### src/hw/rtl/punrank_pkg.sv
// Shared types, constants and the factorial table for the permutation unranker.
package punrank_pkg;

   localparam int MAX_N   = 12;
   localparam int SIZE_W  = 4;
   localparam int RANK_W  = 29;
   localparam int POS_W   = 4;
   localparam int VAL_W   = 4;
   localparam int QUOT_W  = 4;
   localparam int STEP_W  = 2;
   localparam int REQ_W   = 40;
   localparam int RSP_W   = 8;

   typedef struct packed {
      logic start;
      logic div_step;
      logic scan_step;
      logic out_load;
   } cmd_type;

   typedef struct packed {
      logic input_err;
      logic div_last;
      logic found;
      logic value_last;
      logic out_free;
      logic emit_last;
   } sts_type;

   // k! for k in 0..MAX_N; codes above the table give zero
   function automatic logic [RANK_W-1:0] fact(input logic [SIZE_W-1:0] k);
      logic [RANK_W-1:0] f;
      unique case (k)
         4'd0:    f = 29'd1;
         4'd1:    f = 29'd1;
         4'd2:    f = 29'd2;
         4'd3:    f = 29'd6;
         4'd4:    f = 29'd24;
         4'd5:    f = 29'd120;
         4'd6:    f = 29'd720;
         4'd7:    f = 29'd5040;
         4'd8:    f = 29'd40320;
         4'd9:    f = 29'd362880;
         4'd10:   f = 29'd3628800;
         4'd11:   f = 29'd39916800;
         4'd12:   f = 29'd479001600;
         default: f = '0;
      endcase
      return f;
   endfunction

endpackage

### src/hw/rtl/punrank_ctrl.sv
// Sequencing state machine for the permutation unranker.
module punrank_ctrl (
   input  logic                 clock,
   input  logic                 reset,
   input  logic                 req_tvalid,
   output logic                 req_tready,
   input  punrank_pkg::sts_type sts,
   output punrank_pkg::cmd_type cmd
);

   typedef enum logic [4:0] {
      ST_IDLE  = 5'b00001,
      ST_CHECK = 5'b00010,
      ST_DIV   = 5'b00100,
      ST_SCAN  = 5'b01000,
      ST_EMIT  = 5'b10000
   } state_type;

   state_type state_ff;
   state_type state_in;

   assign req_tready    = (state_ff == ST_IDLE);
   assign cmd.start     = req_tvalid && (state_ff == ST_IDLE);
   assign cmd.div_step  = (state_ff == ST_DIV);
   assign cmd.scan_step = (state_ff == ST_SCAN);
   assign cmd.out_load  = (state_ff == ST_EMIT) && sts.out_free;

   always_comb begin
      state_in = state_ff;
      unique case (state_ff)
         ST_IDLE: begin
            if (req_tvalid) state_in = ST_CHECK;
         end
         ST_CHECK: begin
            state_in = sts.input_err ? ST_EMIT : ST_DIV;
         end
         ST_DIV: begin
            if (sts.div_last) state_in = ST_SCAN;
         end
         ST_SCAN: begin
            if (sts.found) state_in = sts.value_last ? ST_EMIT : ST_DIV;
         end
         ST_EMIT: begin
            // hand back to idle once the final result sits in the output register
            if (sts.out_free && sts.emit_last) state_in = ST_IDLE;
         end
         default: state_in = ST_IDLE;
      endcase
   end

   always_ff @(posedge clock) begin
      if (reset) begin
         state_ff <= ST_IDLE;
      end else begin
         state_ff <= state_in;
      end
   end

endmodule

### src/hw/rtl/punrank_dp.sv
// Datapath: input latch, shared quotient unit, slot scan and output register.
module punrank_dp (
   input  logic                                  clock,
   input  logic                                  reset,
   input  logic [punrank_pkg::REQ_W-1:0]         req_tdata,
   input  logic                                  rsp_tready,
   output logic                                  rsp_tvalid,
   output logic [punrank_pkg::RSP_W-1:0]         rsp_tdata,
   output logic                                  rsp_tlast,
   output logic [0:0]                            rsp_tuser,
   input  punrank_pkg::cmd_type                  cmd,
   output punrank_pkg::sts_type                  sts
);

   localparam int RW = punrank_pkg::RANK_W;
   localparam int DW = punrank_pkg::RANK_W + 4;

   logic [punrank_pkg::SIZE_W-1:0] size_ff;
   logic [RW-1:0]                  rem_ff, rem_in;
   logic [punrank_pkg::VAL_W-1:0]  value_ff;
   logic [punrank_pkg::STEP_W-1:0] step_ff;
   logic [punrank_pkg::QUOT_W-1:0] quot_ff, quot_in;
   logic [punrank_pkg::POS_W-1:0]  scan_ff;
   logic [punrank_pkg::POS_W-1:0]  emit_ff;
   logic [punrank_pkg::MAX_N-1:0]  full_ff;
   logic [punrank_pkg::VAL_W-1:0]  slot_value [punrank_pkg::MAX_N];
   logic                           err_ff;

   logic                           out_valid_ff;
   logic [punrank_pkg::POS_W-1:0]  out_pos_ff;
   logic [punrank_pkg::VAL_W-1:0]  out_val_ff;
   logic                           out_last_ff;
   logic                           out_err_ff;

   logic [RW-1:0]                  divisor;
   logic [DW-1:0]                  trial;
   logic                           scan_ok;
   logic                           slot_empty;
   logic                           emit_last;

   assign divisor = punrank_pkg::fact(size_ff - value_ff - 4'd1);
   assign trial   = {4'd0, rem_ff} - ({4'd0, divisor} << step_ff);

   assign scan_ok    = (scan_ff < 4'(punrank_pkg::MAX_N));
   assign slot_empty = scan_ok && !full_ff[scan_ff];
   assign emit_last  = err_ff || (emit_ff == size_ff - 4'd1);

   assign sts.input_err  = (size_ff == '0) || (size_ff > 4'(punrank_pkg::MAX_N))
                           || (rem_ff >= punrank_pkg::fact(size_ff));
   assign sts.div_last   = (step_ff == '0);
   assign sts.found      = slot_empty && (quot_ff == '0);
   assign sts.value_last = (value_ff == size_ff - 4'd1);
   assign sts.out_free   = !out_valid_ff || rsp_tready;
   assign sts.emit_last  = emit_last;

   // one restoring step per cycle, quotient bits from the top down
   always_comb begin
      rem_in  = rem_ff;
      quot_in = quot_ff;
      if (cmd.div_step) begin
         quot_in = {quot_ff[punrank_pkg::QUOT_W-2:0], !trial[DW-1]};
         if (!trial[DW-1]) rem_in = trial[RW-1:0];
      end else if (cmd.scan_step && slot_empty && (quot_ff != '0)) begin
         quot_in = quot_ff - 4'd1;
      end
   end

   always_ff @(posedge clock) begin
      if (reset) begin
         full_ff      <= '0;
         value_ff     <= '0;
         rem_ff       <= '0;
         step_ff      <= '1;
         scan_ff      <= '0;
         emit_ff      <= '0;
         out_valid_ff <= 1'b0;
      end else begin
         if (cmd.start) begin
            size_ff  <= req_tdata[punrank_pkg::SIZE_W-1:0];
            rem_ff   <= req_tdata[punrank_pkg::SIZE_W +: RW];
            full_ff  <= '0;
            value_ff <= '0;
            emit_ff  <= '0;
         end else begin
            rem_ff <= rem_in;
         end
         quot_ff <= quot_in;
         step_ff <= cmd.div_step ? step_ff - 2'd1 : '1;
         scan_ff <= (cmd.scan_step && !sts.found) ? scan_ff + 4'd1 : '0;
         if (cmd.scan_step && sts.found) begin
            full_ff[scan_ff]    <= 1'b1;
            slot_value[scan_ff] <= value_ff;
            value_ff            <= value_ff + 4'd1;
         end
         if (cmd.out_load) begin
            emit_ff <= emit_ff + 4'd1;
         end
         out_valid_ff <= cmd.out_load || (out_valid_ff && !rsp_tready);
      end
   end

   always_ff @(posedge clock) begin
      if (cmd.start) begin
         err_ff <= 1'b0;
      end else if (cmd.div_step == 1'b0 && cmd.scan_step == 1'b0 && emit_ff == '0
                   && value_ff == '0 && sts.input_err) begin
         // latch the range check while no value has been placed yet
         err_ff <= 1'b1;
      end
      if (cmd.out_load) begin
         out_pos_ff  <= err_ff ? '0 : emit_ff;
         out_val_ff  <= err_ff ? '0 : slot_value[emit_ff];
         out_last_ff <= emit_last;
         out_err_ff  <= err_ff;
      end
   end

   assign rsp_tvalid   = out_valid_ff;
   assign rsp_tdata    = {out_val_ff, out_pos_ff};
   assign rsp_tlast    = out_last_ff;
   assign rsp_tuser[0] = out_err_ff;

   a_load_when_free: assert property (@(posedge clock) disable iff (reset)
      cmd.out_load |-> (!out_valid_ff || rsp_tready))
      else $error("result loaded over a pending transfer");

   a_scan_in_range: assert property (@(posedge clock) disable iff (reset)
      (cmd.scan_step && !err_ff) |-> (scan_ff < size_ff))
      else $error("slot scan ran past the permutation size");

   a_slots_cleared: assert property (@(posedge clock) disable iff (reset)
      cmd.start |=> (full_ff == '0))
      else $error("slot flags not cleared for a new item");

   a_error_single: assert property (@(posedge clock) disable iff (reset)
      (cmd.out_load && err_ff) |-> emit_last)
      else $error("error result not marked last");

endmodule

### src/hw/rtl/permutation_unrank_top.sv
// Top level of the permutation unranker: controller plus datapath.
//
//  channel | direction | tdata (low bit up)                       | tuser / tlast
//  req     | in        | perm_size[3:0], rank[32:4], zero pad     | -
//  rsp     | out       | position[3:0], value[7:4]                | rank_error / last
//
// An item of size n passes through intake and range check, then per value 4 quotient steps
// plus a scan that stops at the chosen slot, then emits its results in position order.
// A bad size or a rank of size factorial or more gives one result, flagged as rank_error.
// Reset is synchronous and returns the controller to idle with no result pending.
// The last result waits in the output register while the next item is taken;
// a stall on rsp holds the emitting sequence.
module permutation_unrank_top (
   input  logic                               clock,
   input  logic                               reset,
   input  logic                               req_tvalid,
   output logic                               req_tready,
   input  logic [punrank_pkg::REQ_W-1:0]      req_tdata,   // perm_size, rank
   output logic                               rsp_tvalid,
   input  logic                               rsp_tready,
   output logic [punrank_pkg::RSP_W-1:0]      rsp_tdata,   // position, value
   output logic                               rsp_tlast,
   output logic [0:0]                         rsp_tuser    // rank_error
);

   punrank_pkg::cmd_type cmd;
   punrank_pkg::sts_type sts;

   punrank_ctrl u_ctrl (
      .clock      (clock),
      .reset      (reset),
      .req_tvalid (req_tvalid),
      .req_tready (req_tready),
      .sts        (sts),
      .cmd        (cmd)
   );

   punrank_dp u_dp (
      .clock      (clock),
      .reset      (reset),
      .req_tdata  (req_tdata),
      .rsp_tready (rsp_tready),
      .rsp_tvalid (rsp_tvalid),
      .rsp_tdata  (rsp_tdata),
      .rsp_tlast  (rsp_tlast),
      .rsp_tuser  (rsp_tuser),
      .cmd        (cmd),
      .sts        (sts)
   );

endmodule

### config.mk
export PLATFORM = sky130hd
export DESIGN_NAME = permutation_unrank_top
export DESIGN_NICKNAME = d
export VERILOG_FILES = /design/src/hw/rtl/punrank_pkg.sv /design/src/hw/rtl/punrank_ctrl.sv /design/src/hw/rtl/punrank_dp.sv /design/src/hw/rtl/permutation_unrank_top.sv
export SDC_FILE = /design/constraint.sdc
export NUM_CORES = 1
export LEC_CHECK = 0
export ABC_CLOCK_PERIOD_IN_PS = 9550
export BUFFER_PORTS_ARGS = -buffer_cell sky130_fd_sc_hd__clkbuf_2
export CAP_MARGIN = 10
export CORE_ASPECT_RATIO = 0.7
export CORE_MARGIN = 1.5
export CORE_UTILIZATION = 35
export CTS_CLUSTER_SIZE = 40
export DETAILED_ROUTE_END_ITERATION = 8
export SYNTH_ARGS = -nofsm -noshare
export SYNTH_HDL_FRONTEND = slang
export SYNTH_HIERARCHICAL = 1
export SYNTH_SLANG_ARGS = --single-unit
### constraint.sdc
create_clock -name clock -period 9.55 [get_ports clock]
set_input_delay 0.955 -clock clock [delete_from_list [all_inputs] [get_ports clock]]
set_output_delay 0.955 -clock clock [all_outputs]
set_load 0.05 [all_outputs]
==> metrics.yaml <==
flow_run:
  max_cap_violations: 0
timing:
  max_freq_ghz: 0.146
  rsz0062_at_grt: "no"
  slew_headroom_pct: 33.6
  final.setup.tns_ns: 0
  setup_viol: 0
  report.final.slew_viol_count: 0
  hold_viol: 0
  timing.final.crit_share_pct: 71.6
  fin_skew_ns: 0.0106
  worst_pin_slew_ns: 0.995
  period_needed_ns: 6.84
layout:
  num_antenna_cells: 0
  fillers: 2546
  nets: 1139
  layout-drive-gt1-share_pct: 12.8
  areaGrowthSynthToFinish_pct: 11.5
  stdcell_area_um2: 10500
  layout.cells.non_filler: 1380
min_path:
  hold_class: "reg -> reg"
  hold_depth: 1
  hold_start: "u_dp/full_ff[0]$_SDFF_PP0_"
  hold_end: "u_dp/full_ff[0]$_SDFF_PP0_"
logic_synthesis:
  async_flop_share_pct: 0
  synth_cells: 983
  ys.flop_type: "dfxtp_1"
  synth-seq-area-share_pct: 38.8
  syn-num-nets: 1112
  synthTopCellsByCount: "dfxtp_1 (83), ha_1 (83), nor2_1 (81)"
  synth-edff-count: 66
  avgSynthCellArea_um2: 9.54
  ys_ff_latch: 149
  synthDistinctLibCells: 71
  synth_top_cell_by_area: "edfxtp_1"
  syn_area_um2: 9380
  yosys_warnings: 6
  netlist.area_leader.share_pct: 21.1
  yosys-top-cells-area: "edfxtp_1 (21%), dfxtp_1 (18%), ha_1 (11%), mux4_2 (3.6%), nor2_1 (3.2%)"
critical_path:
  end_kind: "flip-flop"
  r2r-end: "u_dp/rem_ff[4]$_SDFFE_PP0P_"
  r2r_cells: 19
  critPathMaxFanout: 53
  critPathRequiredTime_ns: 9.86
  cpPeakStageDelay_ns: 0.83
  worstPathArrival_ns: 7.15
  path_cells: "inv_1, ha_1, a21o_1, a21oi_1, xor2_1, nor2_1, a21o_1, a222oi_1, nand2_1, o21ai_0, ha_1, and3_1, a221o_1, a221oi_2, o21ai_2, a211oi_2, a211o_2, nor3_1, a2111oi_2"
  cp_slowest_cell: "a211o_2"
  startpoint_type: "flip-flop"
  r2r_slack_ns: 2.71
  r2r-start: "u_dp/value_ff[1]$_SDFFE_PP0P_"
  criticalPathCategory: "reg -> reg"
clock_tree:
  hold_buffers: 0
  htree_levels: 4
  cts_sinks: 149
  cts_buffers: 17
  clk_pin_slew_worst_paths_ns: 0.07
  root_buffer: "clkbuf_16"
  post_cts_resized: 0
  cts_tree: "done"
  clockBufferDepth: 2
  postCtsSetupRepairBufs: 0
  worstSkewPairLatency_ns: 0.43
floorplan:
  start_util_pct: 36.1
  die_w_um: 199
  rows: 49
  io_pins: 56
  die_area_um2: 27800
  core-area_um2: 26000
  die_h_um: 140
detailed_routing:
  drc: 0
  vias_per_cell: 5.41
  post_drt_wl_per_cell_um: 17.9
  dr.first_iter.drc_count: 651
  drt_first_pass_iters: 6
  postRouteAntennaNets: 0
  routed_wl_mm: 24.7
  num_vias: 7465
placement:
  place.gp.congestion: 0.871
  dp_hpwl_mm: 18.1
  placed_cells_incl_taps: 1348
  io_buffers: 48
  place_area_um2: 9920
pwr:
  leakagePower_nw: 4.35
  ir_drop_mv: 0.121
  power_density_nw_per_um2: 253
  power_mw: 2.64
grt:
  grt_pass1_vias: 6819
  grt_pass1_wl_mm: 38.5
  antenna_found_initial: 2
  grt_usage_pct: 18.2
  gr-total-overflow: 0
  grt_start_max_net_pins: 54
status:
  status: "complete, no violations"
worst max-delay path, delay by kind of cell, from the launching register on:
kind | cells | cell delay (ns)
and+or+nand+nor | 4 | 0.65
xor gates and xnor gates | 1 | 0.73
buffers and inverters | 1 | 0.15
DFF | 1 | 0.76
AOI/OAI and AO/OA | 11 | 3.71
adders and majority gates | 2 | 0.65
report_power, final:
| group | switching, mW | total [mW] | leakage, nW | internal [mW] |
|---|---|---|---|---|
| Clock | 0.297 | 0.638 | 0.268 | 0.341 |
| Combinational | 0.742 | 1.22 | 2.72 | 0.474 |
| Sequential | 0.0631 | 0.789 | 1.36 | 0.725 |
| Total | 1.10 | 2.64 | 4.35 | 1.54 |
kinds of logic (layout without fill, tap and decap cells):
kind of cell | Yosys count | count (layout) | share of synthesized area [%]
XOR/XNOR | 42 | 42 | 3.92
multiplexers | 33 | 33 | 5.53
flip-flops | 149 | 149 | 38.8
adder cells (fa/ha/maj) | 85 | 85 | 11.5
buffers and inverters | 119 | 159 | 5.24
AND/OR/NAND/NOR | 304 | 304 | 16.1
AO/OA/AOI/OAI | 251 | 251 | 18.9
worst max path at each step:
stage                                              from  slack [ns]                            to  cells past startpoint
final                     u_dp/value_ff[1]$_SDFFE_PP0P_        2.71   u_dp/rem_ff[4]$_SDFFE_PP0P_                     19
after global routing      u_dp/value_ff[1]$_SDFFE_PP0P_        2.17   u_dp/rem_ff[4]$_SDFFE_PP0P_                     19
after floorplan           u_dp/value_ff[1]$_SDFFE_PP0P_        4.62     u_dp/quot_ff[0]$_DFFE_PP_                     21
after detailed placement  u_dp/value_ff[1]$_SDFFE_PP0P_        2.90   u_dp/rem_ff[4]$_SDFFE_PP0P_                     19
after CTS                 u_dp/value_ff[1]$_SDFFE_PP0P_        2.82   u_dp/rem_ff[4]$_SDFFE_PP0P_                     19
after global placement    u_dp/value_ff[1]$_SDFFE_PP0P_        3.04  u_dp/rem_ff[16]$_SDFFE_PP0P_                     19
routing by layer:
| metal | up-vias | GRT usage [%] | wire, um |
|---|---|---|---|
| li1 | 3650 | - | - |
| met1 | 3584 | 29.6 | 13300 |
| met2 | 215 | 23.5 | 9520 |
| met3 | 14 | 4.67 | 1760 |
| met4 | 2 | 3.55 | 151 |
| met5 | - | 0 | 13 |
metrics by stage:
| stage | utilization, % | hold slack, ns | setup slack (ns) |
|---|---|---|---|
| 5_1_grt | 40.2 | 0.470 | 2.17 |
| 3_5_place_dp | 38.1 | 0.440 | 2.90 |
| 6_report | 40.2 | 0.455 | 2.71 |
| 2_1_floorplan | - | 0.406 | 4.62 |
| 3_3_place_gp | 38.1 | 0.429 | 3.04 |
| 4_1_cts | 40.2 | 0.456 | 2.82 |
layout by cell type, fill, tap and decap left out, types with 30 or more instances in the layout:
cell type,count
inv_1,69
nand2_1,79
o21ai_0,50
a21o_1,36
clkbuf_2,48
a21oi_1,54
ha_1,83
nor3_1,30
nor2_1,80
edfxtp_1,66
dfxtp_1,83
layout make-up:
cell class | count | area (um^2) | share of cell area [%]
flip-flops and latches | 149 | 3640 | 34.8
clock buffers | 18 | 429 | 4.10
well taps | 357 | 447 | 4.27
inverters | 69 | 259 | 2.48
repair buffers | 58 | 315 | 3.01
clock inverters | 14 | 115 | 1.10
multi-input cells | 715 | 5250 | 50.2
(Power assumes the default switching activity.)
